--- src/hw/rtl/box_blur_3x3_rgb_macros.svh ---
// assertion macros shared by the blur pipeline
`ifndef BOX_BLUR_3X3_RGB_MACROS_SVH
`define BOX_BLUR_3X3_RGB_MACROS_SVH

// same-cycle implication, clocked on clk, off during reset
`define BB3_ASSERT_SAME(lbl, ante, cons, msg) \
  lbl: assert property (@(posedge clk) disable iff (!rst_n) (ante) |-> (cons)) \
    else $error(msg);

// next-cycle implication, clocked on clk, off during reset
`define BB3_ASSERT_NEXT(lbl, ante, cons, msg) \
  lbl: assert property (@(posedge clk) disable iff (!rst_n) (ante) |=> (cons)) \
    else $error(msg);

`endif

--- src/hw/rtl/bb3_pkg.sv ---
// shared types, constants and helpers of the 3x3 box blur
package bb3_pkg;

  localparam int NUM_CH    = 3;
  localparam int CHAN_W    = 8;
  localparam int POS_W     = 12;
  localparam int CFG_W     = 13;
  localparam int CFG_IDX_W = 2;
  localparam int MAX_WIDTH = 4096;
  localparam int ADDR_W    = $clog2(MAX_WIDTH);
  localparam int COL_W     = CHAN_W + 2;
  localparam int PART_W    = CHAN_W + 3;
  localparam int SUM_W     = CHAN_W + 4;

  // floor(s/9) == (s*7282)>>16 for every nine-sample sum of 8-bit values
  localparam int RECIP_W     = 13;
  localparam int RECIP_SHIFT = 16;
  localparam logic [RECIP_W-1:0] RECIP = 13'd7282;

  localparam logic [CFG_W-1:0] MIN_DIM       = 13'd3;
  localparam logic [CFG_W-1:0] MAX_DIM_W     = 13'd4096;
  localparam logic [CFG_W-1:0] MAX_DIM_H     = 13'd4096;
  localparam logic [CFG_W-1:0] WIDTH_RESET   = 13'd640;
  localparam logic [CFG_W-1:0] HEIGHT_RESET  = 13'd480;

  localparam logic [CFG_IDX_W-1:0] REG_FRAME_WIDTH  = 2'd0;
  localparam logic [CFG_IDX_W-1:0] REG_FRAME_HEIGHT = 2'd1;

  // channel order inside a pixel word
  localparam int CH_RED   = 2;
  localparam int CH_GREEN = 1;
  localparam int CH_BLUE  = 0;

  typedef logic [NUM_CH-1:0][CHAN_W-1:0] pixel_t;
  typedef logic [NUM_CH-1:0][COL_W-1:0]  col_sum_t;
  typedef logic [NUM_CH-1:0][PART_W-1:0] part_sum_t;
  typedef logic [NUM_CH-1:0][SUM_W-1:0]  win_sum_t;

  // position info that travels with a result
  typedef struct packed {
    logic [POS_W-1:0] x;
    logic [POS_W-1:0] y;
    logic             last;
  } pos_t;

  // clamp a dimension into 3..vmax and return the index of its last position
  function automatic logic [POS_W-1:0] last_index(input logic [CFG_W-1:0] v,
                                                  input logic [CFG_W-1:0] vmax);
    logic [CFG_W-1:0] t;
    if (v < MIN_DIM) begin
      t = MIN_DIM - 13'd1;
    end else if (v > vmax) begin
      t = vmax - 13'd1;
    end else begin
      t = v - 13'd1;
    end
    return t[POS_W-1:0];
  endfunction

endpackage

--- src/hw/rtl/bb3_div9.sv ---
// divide by nine via reciprocal multiply, registered
module bb3_div9 (
  input  logic               clk,
  input  logic               en,
  input  bb3_pkg::win_sum_t  sum,
  output bb3_pkg::pixel_t    quot
);

  localparam int PROD_W = bb3_pkg::SUM_W + bb3_pkg::RECIP_W;

  logic [bb3_pkg::NUM_CH-1:0][PROD_W-1:0] prod;
  bb3_pkg::pixel_t                         quot_r;

  always_comb begin
    for (int k = 0; k < bb3_pkg::NUM_CH; k++) begin
      prod[k] = {{bb3_pkg::RECIP_W{1'b0}}, sum[k]} *
                {{bb3_pkg::SUM_W{1'b0}}, bb3_pkg::RECIP};
    end
  end

  always_ff @(posedge clk) begin
    if (en) begin
      for (int k = 0; k < bb3_pkg::NUM_CH; k++) begin
        quot_r[k] <= prod[k][bb3_pkg::RECIP_SHIFT +: bb3_pkg::CHAN_W];
      end
    end
  end

  assign quot = quot_r;

endmodule

--- config.mk ---
export PLATFORM = sky130hd
export DESIGN_NAME = bb3_div9
export DESIGN_NICKNAME = d
export VERILOG_FILES = /design/src/hw/rtl/box_blur_3x3_rgb_macros.svh /design/src/hw/rtl/bb3_pkg.sv /design/src/hw/rtl/bb3_div9.sv
export SDC_FILE = /design/constraint.sdc
export NUM_CORES = 1
export LEC_CHECK = 0
export ABC_AREA = 1
export BUFFER_PORTS_ARGS = -buffer_cell sky130_fd_sc_hd__buf_2
export CORE_ASPECT_RATIO = 1.5
export CORE_UTILIZATION = 50
export CTS_BUF_LIST = sky130_fd_sc_hd__clkbuf_8
export CTS_CLUSTER_DIAMETER = 150
export CTS_CLUSTER_SIZE = 16
export DETAILED_ROUTE_END_ITERATION = 8
export PLACE_DENSITY_LB_ADDON = 0.3
export SLEW_MARGIN = 5
export SYNTH_ARGS = -nofsm -noshare
export SYNTH_HDL_FRONTEND = slang
export SYNTH_SLANG_ARGS = --single-unit
--- constraint.sdc ---
create_clock -name clk -period 5.2 [get_ports clk]
set_input_delay 0.52 -clock clk [delete_from_list [all_inputs] [get_ports clk]]
set_output_delay 0.52 -clock clk [all_outputs]
set_load 0.05 [all_outputs]
==> metrics.md <==
| Metric | Value |
|---|---|
| Run status | complete, no violations |
| Tot GR Track Use | 22.4% |
| Post-Syn Area | roughly 7800 um2 |
| Hold path cells | 1 |
| CTS resizes | 0 |
| Worst path bufs/invs | 8 |
| Max Clk Rate | roughly 230 MHz |
| Largest net degree at the start of global routing | 25 |
| First-pass GRT wire length | a little under 30000 um |
| Slowest library cell on the worst path | fa_1 |
| Top fanout value on the critical path | 3 |
| DRC viols | 0 |
| Aggregate global routing overflow | 0 |
| Post-Syn Nets | around 1300 |
| N_diodes | 0 |
| DR iter-0 viols | 156 |
| Clk slew on worst S/H paths | around 0.090 ns |
| Post-Synthesis Cells | between 900 and 1000 |
| Syn Area/Cell | between 8 and 9 um2 |
| Largest register FFs | 24 |
| CP Capture Type | flip-flop |
| Synth top cells by count | inv_1, ha_1, nand2_1 |
| Pwr Density | 584 nW/um2 |
| Total Nets Final | between 1000 and 1500 |
| Worst VDD drop | roughly 270 uV |
| Starting density of the core | 51.3% |
| Main synth FF type | edfxtp_1 |
| Worst Tran Pin Value | 0.573 ns |
| Clk sinks | 24 |
| Maxcap violations | 0 |
| I/O Buffers | 61 |
| Final Setup Violations | 0 |
| Clock root cell | clkbuf_8 |
| Die X | 104 um |
| Final max-slew violation count | 0 |
| Crit path largest cell delay | 0.54 ns |
| Clock Tree Buf Depth | 2 |
| Slew margin rel. | about three fifths |
| Area Growth Syn to Fin | 8.06% |
| TNS Setup | 0 ns |
| WL/cell | 13.9 um |
| Crit path DAT | 4.46 ns |
| Synth top area share | roughly a third |
| I/O pin cnt | 62 |
| Die Y | 155 um |
| Placed cell area | around 8300 um2 |
| Postcts setup bufs | 0 |
| CP delay by family, top | adder cells |
| Netlist cell types | 32 |
| Via density per instance | 5.07 |
| Sequential area share after synthesis | 9.28% |
| Synth area leaders | ha_1, fa_1, inv_1 |
| Share of layout cells above drive strength 1 | 7.81% |
| GPL Wtd Cong | 0.915 |
| CTS tree | built |
| # rows | 55 |
| Die ar. | around 16000 um2 |
| HP Class | in2reg |
| Most numerous cell in the Yosys netlist | inv_1 |
| Post-layout min period | 4.42 ns |
| Post-synth EDFFs | 24 |
| HPWL after DPL | 15600 um |
| Cts bufs inserted | 3 |
| Synth async-reset ratio | 0% |
| Yosys reg bits | 24 |
| Critical path type | in2reg |
| Crit share post-route | 85.0% |
| Initial antenna violation count | 0 |
| Yosys warning count | 0 |
| Post-synth top area cell | ha_1 |
| Crit-path cells | buf_2 -> inv_1 -> fa_1 -> inv_1 -> ha_1 -> inv_1 -> fa_1 -> inv_1 -> fa_1 -> inv_1 -> fa_1 -> inv_1 -> ha_1 -> nand2_1 -> inv_1 -> nand2_1 -> nor3_1 -> nand2_1 -> and2_1 -> nand3_1 -> nand2_1 |
| Hold Path Sink | quot[5] |
| Total iterations of the first detailed-routing run | 6 |
| Vias post-DR | 6135 |
| Critical path's most frequent cell | inv_1 |
| Drt total wl | 16800 um |
| ANT nets after route | 0 |
| RSZ-0062 raised after global routing | false |
| H-tree depth | 1 |
| Type of element launching the critical path | input port |
| Fin area | 8390 um2 |
| Vias in the first global route | 6578 |
| Hold Crit Start | en |
| Pleak | 5.00 nW |
| Hold buffers post-CTS | 0 |
| Final hold violations | 0 |
| Required @ worst endpoint | 5.24 ns |
| Core region area | 15100 um2 |
[stage by stage]
step / power, W / util [%] / hold WS (ns) / setup slack (ns) / instances
after detailed placement: 0.00473 / 54.9 / 1.06 / 0.480 / 1207
after global placement: 0.00467 / 54.9 / 1.07 / 0.567 / 1207
final: 0.00490 / 55.4 / 0.761 / 0.780 / 1211
after global routing: 0.00552 / 55.4 / 0.782 / 0.509 / 1211
after CTS: 0.00493 / 55.4 / 0.776 / 0.783 / 1211
after floorplan: 0.00372 / - / 0.632 / 0.866 / 947
[area by class of cell]
| type | instances | area, um2 |
|---|---|---|
| well taps | 199 | 249 |
| multi-input cells | 691 | 6170 |
| clock buffers | 3 | 41.3 |
| flip-flops and latches | 24 | 721 |
| fillers | 1443 | 6750 |
| inverters | 232 | 871 |
| repair buffers | 61 | 305 |
| clock inverters | 1 | 30.0 |
[per-layer routing]
layer / up-vias / track usage, % / wire (um)
met4: 0 / 9.05 / 610
met2: 101 / 45.1 / 9210
met3: 40 / 0.885 / 281
met5: - / 0 / 0
met1: 2861 / 24.2 / 6680
li1: 3133 / - / -
[worst max path at each step]
stage / startpoint / end / slack [ns] / depth (start not counted)
after global placement: sum[25] / quot[20] / 0.57 / 19
after detailed placement: sum[13] / quot[15] / 0.48 / 21
after CTS: sum[13] / quot[15] / 0.78 / 21
final: sum[13] / quot[15] / 0.78 / 21
after global routing: sum[25] / quot[20] / 0.51 / 19
after floorplan: sum[25] / quot[23] / 0.87 / 20
[power breakdown]
part           internal [W]  switching [W]  leakage (nW)
Clock              0.000103      0.0000682        0.0357
Combinational       0.00149        0.00279          4.73
Sequential         0.000411      0.0000378         0.234
[kinds of logic after synthesis]
family | count (synthesis) | share of synthesized area (%)
and+or+nand+nor | 304 | 16.6
adders and majority gates | 286 | 54.5
buffers and inverters | 232 | 11.2
AOI/OAI and AO/OA | 84 | 6.43
DFF | 24 | 9.28
xor gates and xnor gates | 17 | 1.92
[placed cells by master, fill, tap and decap left out, types with 4 or more instances in the layout]
cell type  netlist  routed
nor2_1          42      42
xnor2_1          6       6
nand2_1        190     190
nor3_2           4       4
fa_1            87      87
xor2_1          11      11
nand4_1          9       9
o21bai_1        11      11
nand3_1         40      40
o21ai_0         10      10
a21oi_1         42      42
o21a_1           4       4
inv_1          228     228
edfxtp_1        24      24
a21o_1           8       8
nor3_1           6       6
ha_1           199     199
buf_2            0      61
nor4_1           4       4
Power figures use the tool's default switching activity.
