===== config.mk =====
export PLATFORM = sky130hd
export DESIGN_NAME = bb3_window
export DESIGN_NICKNAME = d
export VERILOG_FILES = /design/src/hw/rtl/box_blur_3x3_rgb_macros.svh /design/src/hw/rtl/bb3_pkg.sv /design/src/hw/rtl/bb3_window.sv
export SDC_FILE = /design/constraint.sdc
export NUM_CORES = 1
export LEC_CHECK = 0
export BUFFER_PORTS_ARGS = -buffer_cell sky130_fd_sc_hd__buf_2
export CAP_MARGIN = 10
export CORE_UTILIZATION = 58
export DETAILED_ROUTE_END_ITERATION = 6
export PLACE_DENSITY = 0.87
export SLEW_MARGIN = 20
export SYNTH_ARGS = -nofsm -noshare
export SYNTH_HDL_FRONTEND = slang
export SYNTH_SLANG_ARGS = --single-unit

===== constraint.sdc =====
create_clock -name clk -period 4.3 [get_ports clk]
set_input_delay 0.43 -clock clk [delete_from_list [all_inputs] [get_ports clk]]
set_output_delay 0.43 -clock clk [all_outputs]
set_load 0.005 [all_outputs]

===== src/hw/rtl/box_blur_3x3_rgb_macros.svh =====
// assertion macros shared by the blur pipeline
`ifndef BOX_BLUR_3X3_RGB_MACROS_SVH
`define BOX_BLUR_3X3_RGB_MACROS_SVH

// same-cycle implication, clocked on clk, off during reset
`define BB3_ASSERT_SAME(lbl, ante, cons, msg) \
  lbl: assert property (@(posedge clk) disable iff (!rst_n) (ante) |-> (cons)) \
    else $error(msg);

// next-cycle implication, clocked on clk, off during reset
`define BB3_ASSERT_NEXT(lbl, ante, cons, msg) \
  lbl: assert property (@(posedge clk) disable iff (!rst_n) (ante) |=> (cons)) \
    else $error(msg);

`endif


===== src/hw/rtl/bb3_pkg.sv =====
// shared types, constants and helpers of the 3x3 box blur
package bb3_pkg;

  localparam int NUM_CH    = 3;
  localparam int CHAN_W    = 8;
  localparam int POS_W     = 12;
  localparam int CFG_W     = 13;
  localparam int CFG_IDX_W = 2;
  localparam int MAX_WIDTH = 4096;
  localparam int ADDR_W    = $clog2(MAX_WIDTH);
  localparam int COL_W     = CHAN_W + 2;
  localparam int PART_W    = CHAN_W + 3;
  localparam int SUM_W     = CHAN_W + 4;

  // floor(s/9) == (s*7282)>>16 for every nine-sample sum of 8-bit values
  localparam int RECIP_W     = 13;
  localparam int RECIP_SHIFT = 16;
  localparam logic [RECIP_W-1:0] RECIP = 13'd7282;

  localparam logic [CFG_W-1:0] MIN_DIM       = 13'd3;
  localparam logic [CFG_W-1:0] MAX_DIM_W     = 13'd4096;
  localparam logic [CFG_W-1:0] MAX_DIM_H     = 13'd4096;
  localparam logic [CFG_W-1:0] WIDTH_RESET   = 13'd640;
  localparam logic [CFG_W-1:0] HEIGHT_RESET  = 13'd480;

  localparam logic [CFG_IDX_W-1:0] REG_FRAME_WIDTH  = 2'd0;
  localparam logic [CFG_IDX_W-1:0] REG_FRAME_HEIGHT = 2'd1;

  // channel order inside a pixel word
  localparam int CH_RED   = 2;
  localparam int CH_GREEN = 1;
  localparam int CH_BLUE  = 0;

  typedef logic [NUM_CH-1:0][CHAN_W-1:0] pixel_t;
  typedef logic [NUM_CH-1:0][COL_W-1:0]  col_sum_t;
  typedef logic [NUM_CH-1:0][PART_W-1:0] part_sum_t;
  typedef logic [NUM_CH-1:0][SUM_W-1:0]  win_sum_t;

  // position info that travels with a result
  typedef struct packed {
    logic [POS_W-1:0] x;
    logic [POS_W-1:0] y;
    logic             last;
  } pos_t;

  // clamp a dimension into 3..vmax and return the index of its last position
  function automatic logic [POS_W-1:0] last_index(input logic [CFG_W-1:0] v,
                                                  input logic [CFG_W-1:0] vmax);
    logic [CFG_W-1:0] t;
    if (v < MIN_DIM) begin
      t = MIN_DIM - 13'd1;
    end else if (v > vmax) begin
      t = vmax - 13'd1;
    end else begin
      t = v - 13'd1;
    end
    return t[POS_W-1:0];
  endfunction

endpackage


===== src/hw/rtl/bb3_window.sv =====
// 3x3 window kept as per-column sums of three rows
module bb3_window (
  input  logic                clk,
  input  logic                rst_n,
  input  logic                shift,
  input  bb3_pkg::pixel_t     top_px,
  input  bb3_pkg::pixel_t     mid_px,
  input  bb3_pkg::pixel_t     new_px,
  output bb3_pkg::col_sum_t   col_sum,
  output bb3_pkg::part_sum_t  prev_sum
);

  bb3_pkg::col_sum_t col1_r;
  bb3_pkg::col_sum_t col2_r;

  always_comb begin
    for (int k = 0; k < bb3_pkg::NUM_CH; k++) begin
      col_sum[k] = {2'b00, top_px[k]} + {2'b00, mid_px[k]} + {2'b00, new_px[k]};
      prev_sum[k] = {1'b0, col1_r[k]} + {1'b0, col2_r[k]};
    end
  end

  // oldest column drops out, newest comes in
  always_ff @(posedge clk) begin
    if (!rst_n) begin
      col1_r <= '0;
      col2_r <= '0;
    end else if (shift) begin
      col1_r <= col2_r;
      col2_r <= col_sum;
    end
  end

endmodule


==> results of run 1 <==
==> power groups by stage <==
stage | clock network, µW | registers, µW | logic, µW
3_5_place_dp | 0 | 675 | 921
3_3_place_gp | 0 | 671 | 888
5_1_grt | 510 | 672 | 1040
6_report | 477 | 663 | 928
2_1_floorplan | 0 | 662 | 612
4_1_cts | 481 | 664 | 929
==> worst min path at each step <==
stage / depth (start not counted) / from / end
6_report: 2 / col2_r[15] / col2_r[15]
3_3_place_gp: 2 / col2_r[15] / col2_r[15]
4_1_cts: 2 / col2_r[15] / col2_r[15]
5_1_grt: 2 / col2_r[25] / col2_r[25]
2_1_floorplan: 2 / col2_r[15] / col2_r[15]
3_5_place_dp: 2 / col2_r[15] / col2_r[15]
==> Yosys cell counts, types with 7 or more instances <==
cell type   n
a21o_1     10
a21oi_1    32
and2_1      7
and3_1      7
clkbuf_1   10
dfxtp_1    60
fa_1       30
ha_1       51
inv_1      50
mux2i_1    42
nand2_1    17
nand4b_1   11
nor2_1     17
nor2b_1    49
o21ai_0    24
xnor2_1    28
xor2_1     11
==> layer usage <==
| metal | up-vias | GRT usage, % | routed length, µm |
|---|---|---|---|
| met5 | - | 0 | 0 |
| met3 | 10 | 3.87 | 467 |
| li1 | 2154 | - | - |
| met1 | 2034 | 28.4 | 4600 |
| met4 | 0 | 7.84 | 123 |
| met2 | 109 | 44.1 | 5640 |
==> registers in the layout (all words and copies together) (netlist names) <==
register	flops
col1_r	30
col2_r	30
==> worst max-delay path, stage by stage <==
cell and delay [ps]:
buf_2 110, fa_1 470, ha_1 250, fa_1 410, a21oi_1 170, o21ai_0 120, o211a_1 180, or2_2 290
xor2_1 180, buf_2 140
==> cell families (layout without fill, tap and decap cells) <==
kind of cell | count (synthesis) | count (layout)
fa+ha+maj | 81 | 81
compound gates | 114 | 114
mux | 42 | 42
flops | 60 | 60
xor+xnor | 39 | 39
simple gates | 138 | 138
buf+inv | 69 | 205
==> stage by stage <==
| step | total power (µW) | worst slack, ps | cells | hold WS, ps | instance area (µm²) |
|---|---|---|---|---|---|
| finish | 2070 | 1140 | 784 | 494 | 6030 |
| global route | 2220 | 1050 | 784 | 527 | 6030 |
| CTS | 2070 | 1140 | 784 | 492 | 6030 |
| detailed placement | 1600 | 1160 | 769 | 482 | 5850 |
| global placement | 1560 | 1190 | 769 | 478 | 5850 |
| floorplan | 1270 | 1550 | 543 | 463 | 5120 |
==> layout make-up <==
| type | count | area, µm² | share of cell area, % |
|---|---|---|---|
| Clock buffer | 14 | 183 | 3.03 |
| Timing Repair Buffer | 139 | 703 | 11.7 |
| Multi-Input combinational cell | 414 | 3620 | 60.0 |
| Tap cell | 105 | 131 | 2.18 |
| Sequential cell | 60 | 1200 | 19.9 |
| Inverter | 51 | 191 | 3.17 |
| Clock inverter | 1 | 5.00 | 0.0830 |
==> results.md, run 1 <==
* Status: complete, no violations
* VDD IR max at roughly 0.00020 V
* CTS sink cnt at 60
* Setup crit end: col_sum[17]
* Ranking of synthesized cells by area: dfxtp_1, ha_1, fa_1
* Root Driver: clkbuf_8
* Commonest non-fill, non-tap cell in the layout: buf_2
* Actual slew at the worst max-slew pin at 985 ps
* Setup TNS at 0 ps
* Number of DRC markers in iteration 0 at 137
* Synthesis-to-finish area growth at 17.9%
* First-pass GRT wire length at 17500 µm
* Setup violators final at 0
* Critical path launch point: top_px[9]
* Routability congestion estimate at 0.785
* Largest net degree at the start of global routing at 73
* Clock Pin Slew Worst Setup and Hold Paths at 60 ps
* PwrDens at about 340 nW/µm²
* Ys Warns at 0
* Switching share of power at 35.6%
* R2R Path End: col2_r[18]
* ANT cells at 0
* Synth Net Count at 699
* EDFF count, synth at 0
* Die height at ~96 µm
* P_sw at 736 µW
* Cell taking the most area after synthesis: dfxtp_1
* Arrival time at the worst endpoint at between 2000 and 3000 ps
* Crit Path Max Fanout at 3
* Maximum capacitance violations at 0
* Post-synthesis async set-or-reset flop share at 0%
* IO buf count at 137
* Final hold violations at 0
* Clock power share at a little under a quarter
* Fin crit period at 3160 ps
* Vias per cell at 5.49
* CP endpoint kind: output port
* Final antenna-violating net count at 0
* Skew final at 5.96 ps
* Synth Area in Compound Gates at between 15 and 20%
* Sequential share of power at 32.1%
* Pint at 1330 µW
* Cell row count at 33
* Number of distinct library cells after synthesis at 52
* Worst Hold Class: reg2reg
* Layout cells sized above 1 at between 20% and 30%
* Crit share post-route at about three quarters
* HPWL after detailed placement at 8430 µm
* H-Tree Depth at 3
* Nets at 831
* Clock latency on the worst-skew pair at 330 ps
* Fill cells at 631
* DRC at 0
* Hold-fix buffers, CTS at 0
* TritonCTS clock tree: done
* Io pins at ~140
* Routed via count at approximately 4300
* Multiplexer share of the synthesized area at 8.21%
* Drt wl/cell at 13.8 µm
* GRT Total Usage at 24.0%
* R2r setup slk at 3360 ps
* Syn avg cell area at 9.43 µm²
* Top_reg_cell synth: dfxtp_1
* Syn Std Cell Area at 5120 µm²
* Yosys reg bits at 60
* Initial antenna violation count at 0
* Seq/Total Area, Yosys at 23.5%
* R2R Path Start: col2_r[18]
* Num CTS Buffers at 9
* Slew Viols, Final at 0
* Synth Area in Simple Gates at 15.9%
* Logic pwr share at 44.9%
* Max clock buf depth at 2
* Worst Setup Start Kind: input pin
* CORE AREA at ~8400 µm²
* Post-CTS Resized at 0
* Slew margin rel. at ~34%
* Reg2reg path depth at 2
* Die area at 9200 µm²
* Req. time, crit path at 3870 ps
* Post-Syn Instances at 543
* Utilization after layout at a little under three quarters
* # Post-CTS Setup Buffers at 0
* Peak Freq at 0.316 GHz
* Vias in the first global route at 4068
* Largest family of logic cells by synthesized area: adder cells
* RSZ-0062 raised after global routing: false
* WL final at 10800 µm
* Leak pwr at roughly 0.0030 µW
* TritonRoute pass-1 iters at 4
* Critical path type: in2out
* Initial Util at 61.1%
* Share of the synthesized area in the top cell type at 23.5%
* Synth Area in XOR/XNOR at under 10%
* Adder-cell share of the synthesized area at 24.2%
* Grt total ovfl at 0
* Die W at 95.9 µm
* Most frequent cells in the layout: buf_2, dfxtp_1, ha_1
(Power assumes the default switching activity.)
==> run 2: changes to the inputs <==
--- a/config.mk
+++ b/config.mk
@@ -5,11 +5,12 @@
 export SDC_FILE = /design/constraint.sdc
 export NUM_CORES = 1
 export LEC_CHECK = 0
+export ABC_AREA = 1
 export BUFFER_PORTS_ARGS = -buffer_cell sky130_fd_sc_hd__buf_2
 export CAP_MARGIN = 10
-export CORE_UTILIZATION = 58
+export CORE_UTILIZATION = 54
 export DETAILED_ROUTE_END_ITERATION = 6
-export PLACE_DENSITY = 0.87
+export PLACE_DENSITY = 0.82
 export SLEW_MARGIN = 20
 export SYNTH_ARGS = -nofsm -noshare
 export SYNTH_HDL_FRONTEND = slang
==> constraint.sdc (replaced) <==
create_clock -name clk -period 3.12 [get_ports clk]
set_input_delay 0.312 -clock clk [delete_from_list [all_inputs] [get_ports clk]]
set_output_delay 0.312 -clock clk [all_outputs]
set_load 0.005 [all_outputs]
==> results.md, run 2 <==
* Vias in the first global route at 4388
* Largest net degree at the start of global routing at 80
* Finished Cell Area at 6210 µm²
* Die W at 100 µm
* Crit Path Max Fanout at 2
* Clock latency on the worst-skew pair at 320 ps
* Vias per cell at 4.80
* Num CTS Buffers at 9
* Die height at 100 µm
* Slew Viols, Final at 0
* R2R Path Start: col2_r[3]
* TritonCTS clock tree: done
* HPWL after detailed placement at 8900 µm
* WL met1 at 5690 µm
* Final hold violations at 0
* PwrDens at between 400 and 500 nW/µm²
* Hold-fix buffers, CTS at 0
* EDFF count, synth at 0
* Grt total ovfl at 0
* Setup violators final at 0
* Yosys reg bits at 60
* Nets at between 1000 and 1500
* Skew final at 4.29 ps
* ANT cells at 0
* Most instantiated cells after synthesis: nand2_1, inv_1, nor2_1, dfxtp_1, ha_1
* # Post-CTS Setup Buffers at 0
* Post-DP Area at 6010 µm²
* Syn avg cell area at 6.92 µm²
* Most frequent cells in the layout: nand2_1, inv_1, buf_2
* Beginning of the worst hold path: new_px[0]
* IO buf count at roughly 140
* RSZ-0062 raised after global routing: false
* Count leader, synth: nand2_1
* CTS sink cnt at 60
* Number of distinct library cells after synthesis at 26
* Root Driver: clkbuf_8
* First-pass GRT wire length at 18900 µm
* Cell taking the most area after synthesis: dfxtp_1
* Setup TNS at 0 ps
* TritonRoute pass-1 iters at 5
* Drt wl/cell at 10.9 µm
* Seq/Total Area, Yosys at around 23%
* Fill cells at 885
* Status: complete, no violations
* Leak pwr at 0.00361 µW
* Worst Setup Start Kind: input pin
* Fin crit period at around 2500 ps
* Largest registers: col1_r: 30 flops, col2_r: 30 flops
* Post-synthesis async set-or-reset flop share at 0%
* Number of DRC markers in iteration 0 at around 170
* DRC at 0
* Ys Warns at 0
* Critical path type: in2out
* Syn Std Cell Area at between 5000 and 6000 µm²
* Slew margin rel. at 51.2%
* Met3 WL at 473 µm
* Wire length on met2 at 4840 µm
* Max clock buf depth at 2
* Commonest non-fill, non-tap cell in the layout: nand2_1
* Maximum capacitance violations at 0
* Share of the synthesized area in the top cell type at 23.0%
* Initial Util at 56.2%
* Die area at ~10000 µm²
* Cell row count at 35
* Crit share post-route at 80.2%
* WL final at roughly 11000 µm
* Final antenna-violating net count at 0
* Clock Pin Slew Worst Setup and Hold Paths at 70 ps
* Critical path launch point: top_px[1]
* Req. time, crit path at 2810 ps
* Synth Net Count at a little over 900
* Peak Freq at 0.400 GHz
* Routed via count at 4896
* Actual slew at the worst max-slew pin at 732 ps
* Post-Syn Instances at 754
* VDD IR max at around 0.00025 V
* Worst Hold Class: in2reg
* Routability congestion estimate at about 0.9
* Layout cells sized above 1 at 19.3%
* Initial antenna violation count at 0
* Io pins at 138
* Arrival time at the worst endpoint at 2190 ps
* H-Tree Depth at 3
* Highest routed layer: met4
* CP endpoint kind: output port
* Post-CTS Resized at 0
* GRT Total Usage at 23.1%
* CORE AREA at 9280 µm²
* Top_reg_cell synth: dfxtp_1
* Ranking of synthesized cells by area: dfxtp_1, ha_1, fa_1
* Synthesis-to-finish area growth at 18.9%
==> run 2: cell types whose count changed after synthesis, sizes merged, moves of 18 or more <==
cell   change
nor2      +90
nand3     +43
xnor2     -22
nand2    +130
mux2i     -42
o21ai     +26
a21oi     +18
inv       +89
nor2b     -50
==> run 2: area by class of cell <==
type,instances,area [µm²],area share (%)
Inverter,139,522,8.40
Clock buffer,11,141,2.28
Tap cell,129,161,2.60
Multi-Input combinational cell,536,3410,55.0
Sequential cell,60,1200,19.3
Clock inverter,5,61.3,0.988
Timing Repair Buffer,140,708,11.4
==> run 2: kinds of logic after synthesis <==
logic type               after synthesis  synth area share (%)
AND/OR/NAND/NOR                      315                  24.8
buffers and inverters                158                  11.6
AO/OA/AOI/OAI                        110                  11.4
adder cells (fa/ha/maj)               81                  23.7
flip-flops                            60                  23.0
XOR/XNOR                              30                  5.47
==> run 2: power breakdown <==
group          switching, µW  internal, µW  total (µW)
logic                    755           569        1320
registers               58.7           844         902
clock network            306           392         698
total                   1120          1800        2920
==> run 2: metrics by stage <==
| stage | setup WS (ps) | cells | utilization (%) | hold slack [ps] | power, µW |
|---|---|---|---|---|---|
| after floorplan | 951 | 754 | - | 447 | 1780 |
| after global placement | 679 | 1004 | 64.7 | 468 | 2220 |
| after detailed placement | 618 | 1004 | 64.7 | 473 | 2240 |
| after CTS | 610 | 1020 | 66.9 | 405 | 2940 |
| after global routing | 486 | 1020 | 66.9 | 428 | 3180 |
| final | 619 | 1020 | 66.9 | 410 | 2920 |
==> run 2: worst paths after layout <==
path                                   end  slack, ps  cells past startpoint
worst min register to register  col1_r[29]        480                      2
worst min-delay path             col2_r[0]        410                      4
worst max register to register   col2_r[3]       2300                      4
worst max-delay path            col_sum[5]        620                     11
==> run 2: per-layer routing <==
metal	global-route usage (%)	up-vias
met5	0	-
met4	6.47	0
met3	2.72	9
met2	37.2	124
met1	32.9	2141
li1	-	2622
==> run 2: critical path, cell delays in order <==
cell and delay [ps]:
buf_2 110, fa_1 550, ha_1 180, inv_1 60
fa_1 390, inv_1 90, nand3_1 60, nand3_1 110
xnor2_1 150, inv_1 50, buf_2 120
==> run 3: changes to the inputs <==
--- a/config.mk
+++ b/config.mk
@@ -8,9 +8,9 @@
 export ABC_AREA = 1
 export BUFFER_PORTS_ARGS = -buffer_cell sky130_fd_sc_hd__buf_2
 export CAP_MARGIN = 10
-export CORE_UTILIZATION = 54
+export CORE_UTILIZATION = 49
 export DETAILED_ROUTE_END_ITERATION = 6
-export PLACE_DENSITY = 0.82
+export PLACE_DENSITY = 0.78
 export SLEW_MARGIN = 20
 export SYNTH_ARGS = -nofsm -noshare
 export SYNTH_HDL_FRONTEND = slang
==> constraint.sdc (replaced) <==
create_clock -name clk -period 2.1 [get_ports clk]
set_input_delay 0.21 -clock clk [delete_from_list [all_inputs] [get_ports clk]]
set_output_delay 0.21 -clock clk [all_outputs]
set_load 0.005 [all_outputs]
==> results.md, run 3 (synthesized netlist as in run 2, its figures left out) <==
* CORE AREA at 10300 µm²
* CP endpoint kind: output port
* DRC at 0
* Beginning of the worst hold path: new_px[8]
* Fin crit period at 2120 ps
* Num CTS Buffers at 9
* Layout cells sized above 1 at 30.8%
* Clock Pin Slew Worst Setup and Hold Paths at 70 ps
* Fill cells at between 800 and 900
* Grt total ovfl at 0
* Max clock buf depth at 2
* R2r setup slk at ~1300 ps
* Vias per cell at 4.92
* TritonRoute pass-1 iters at 5
* Vias in the first global route at approximately 4800
* Final hold violations at 0
* CP max stage cell: fa_1
* Worst path cell trace: buf_6 -> fa_1 -> ha_2 -> inv_2 -> fa_2 -> inv_2 -> buf_4 -> nand2_2 -> nand3_2 -> nand2_2 -> nand2_1 -> buf_2
* Critical path type: in2out
* Number of DRC markers in iteration 0 at 289
* Placed Instances at 1020
* TritonCTS clock tree: done
* IO buf count at 137
* Failing checks: setup timing
* CTS sink cnt at 60
* Final worst setup slack at -22.8 ps
* Routability congestion estimate at 0.867
* Die area at roughly 11000 µm²
* Leak pwr at 0.00379 µW
* Root Driver: clkbuf_8
* Pre-CTS setup slack at -189 ps
* Slowest stage delay, CP at 530 ps
* Skew final at 9.23 ps
* Crit Path Max Fanout at 2
* Req. time, crit path at 1890 ps
* Status: complete, but fails checks
* Maximum capacitance violations at 0
* ANT cells at 0
* Largest registers: col1_r: 30 flops, col2_r: 30 flops
* PwrDens at 714 nW/µm²
* Nets at ~1100
* WL final at 12800 µm
* Hold-critical path depth at 4
* First-pass GRT wire length at 21100 µm
* Initial Util at 50.6%
* GRT Total Usage at a little under a quarter
* Slew Viols, Final at 0
* Synthesis-to-finish area growth at 32.5%
* Most frequent cells in the layout: nand2_1, buf_2, inv_1
* Clock latency on the worst-skew pair at 330 ps
* Utilization after layout at around two thirds
* Hold-critical path endpoint: col2_r[10]
* H-Tree Depth at 3
* R2R Path Start: col2_r[24]
* HPWL after detailed placement at 9240 µm
* Final antenna-violating net count at 0
* Io pins at 138
* Cell row count at 37
* Die height at 105 µm
* Power, Total at around 4900 µW
* Final Non-Filler Cells at approximately 1100
* R2R Path End: col2_r[24]
* VDD IR max at around 0.00035 V
* Die W at ~110 µm
* RSZ-0062 raised after global routing: true
* Drt wl/cell at 12.1 µm
* Worst Setup Start Kind: input pin
* Peak Freq at 0.471 GHz
* Reg2reg path depth at 4
* Setup violators final at 5
* Slew margin rel. at 56.2%
* Worst Hold Class: in2reg
* Arrival time at the worst endpoint at 1910 ps
* Crit share post-route at 101%
* Hold-fix buffers, CTS at 0
* Largest net degree at the start of global routing at 80
* Routed via count at 5178
* Initial antenna violation count at 0
* Actual slew at the worst max-slew pin at 656 ps
## run 3: cell count changes in the layout (fill, tap and decap cells not counted), moves of 14 or more
| cell | before | now |
|---|---|---|
| a21oi_1 | 47 | 33 |
| a21oi_2 | 3 | 17 |
| buf_4 | 3 | 25 |
| ha_1 | 51 | 26 |
| ha_4 | 0 | 17 |
## run 3: where the power goes
part	total, µW	internal, µW	leakage (µW)	switching [µW]
combinational	2430	1140	0.00317	1300
sequential	1350	1260	0.000501	98.2
clock	1150	695	0.000113	453
total	4940	3090	0.00379	1850
## run 3: layout make-up
class,instances,area [µm²],share of cell area [%]
tap,136,170,2.46
sequential,60,1220,17.6
clock buffer,11,141,2.04
multi-input combinational,536,3860,55.8
timing repair buffer,165,935,13.5
inverter,139,522,7.54
clock inverter,5,75.1,1.09
## run 3: what timing repair did
item / CTS / global route
buffers inserted: 10 / 6
resized for setup: 41 / 71
pin swaps: 22 / 28
endpoints found under the setup margin: 25 / 38
## run 3: per-layer routing
metal / up-vias / GRT usage (%) / routed length [µm]
met3: 24 / 2.97 / 691
met1: 2326 / 32.1 / 5980
met2: 169 / 37.2 / 5800
li1: 2659 / - / -
met5: - / 0 / 0
met4: 0 / 7.34 / 301
## run 3: per-stage QoR
step / hold WS (ps) / instance area (µm²) / TNS (ps)
6_report: 333 / 6920 / -75.9
5_1_grt: 346 / 6920 / -1060
4_1_cts: 333 / 6530 / -237
3_5_place_dp: 477 / 6090 / -1230
3_3_place_gp: 468 / 6090 / -563
2_1_floorplan: 447 / 5220 / 0
## run 3: how the worst max path moves through the flow
stage               start     endpoint  slack, ps  cells past startpoint
2_1_floorplan   top_px[1]   col_sum[5]        140                      9
3_3_place_gp    top_px[1]   col_sum[5]       -110                     11
3_5_place_dp   top_px[17]  col_sum[25]       -190                     10
4_1_cts        top_px[17]  col_sum[25]        -40                     10
5_1_grt         new_px[1]   col_sum[5]       -120                     11
6_report        new_px[1]   col_sum[7]        -20                     12
## run 3: critical path, delay by kind of cell
kind / cells / cell delay, ps
fa+ha+maj: 3 / 1060
buf+inv: 5 / 400
simple gates: 4 / 230
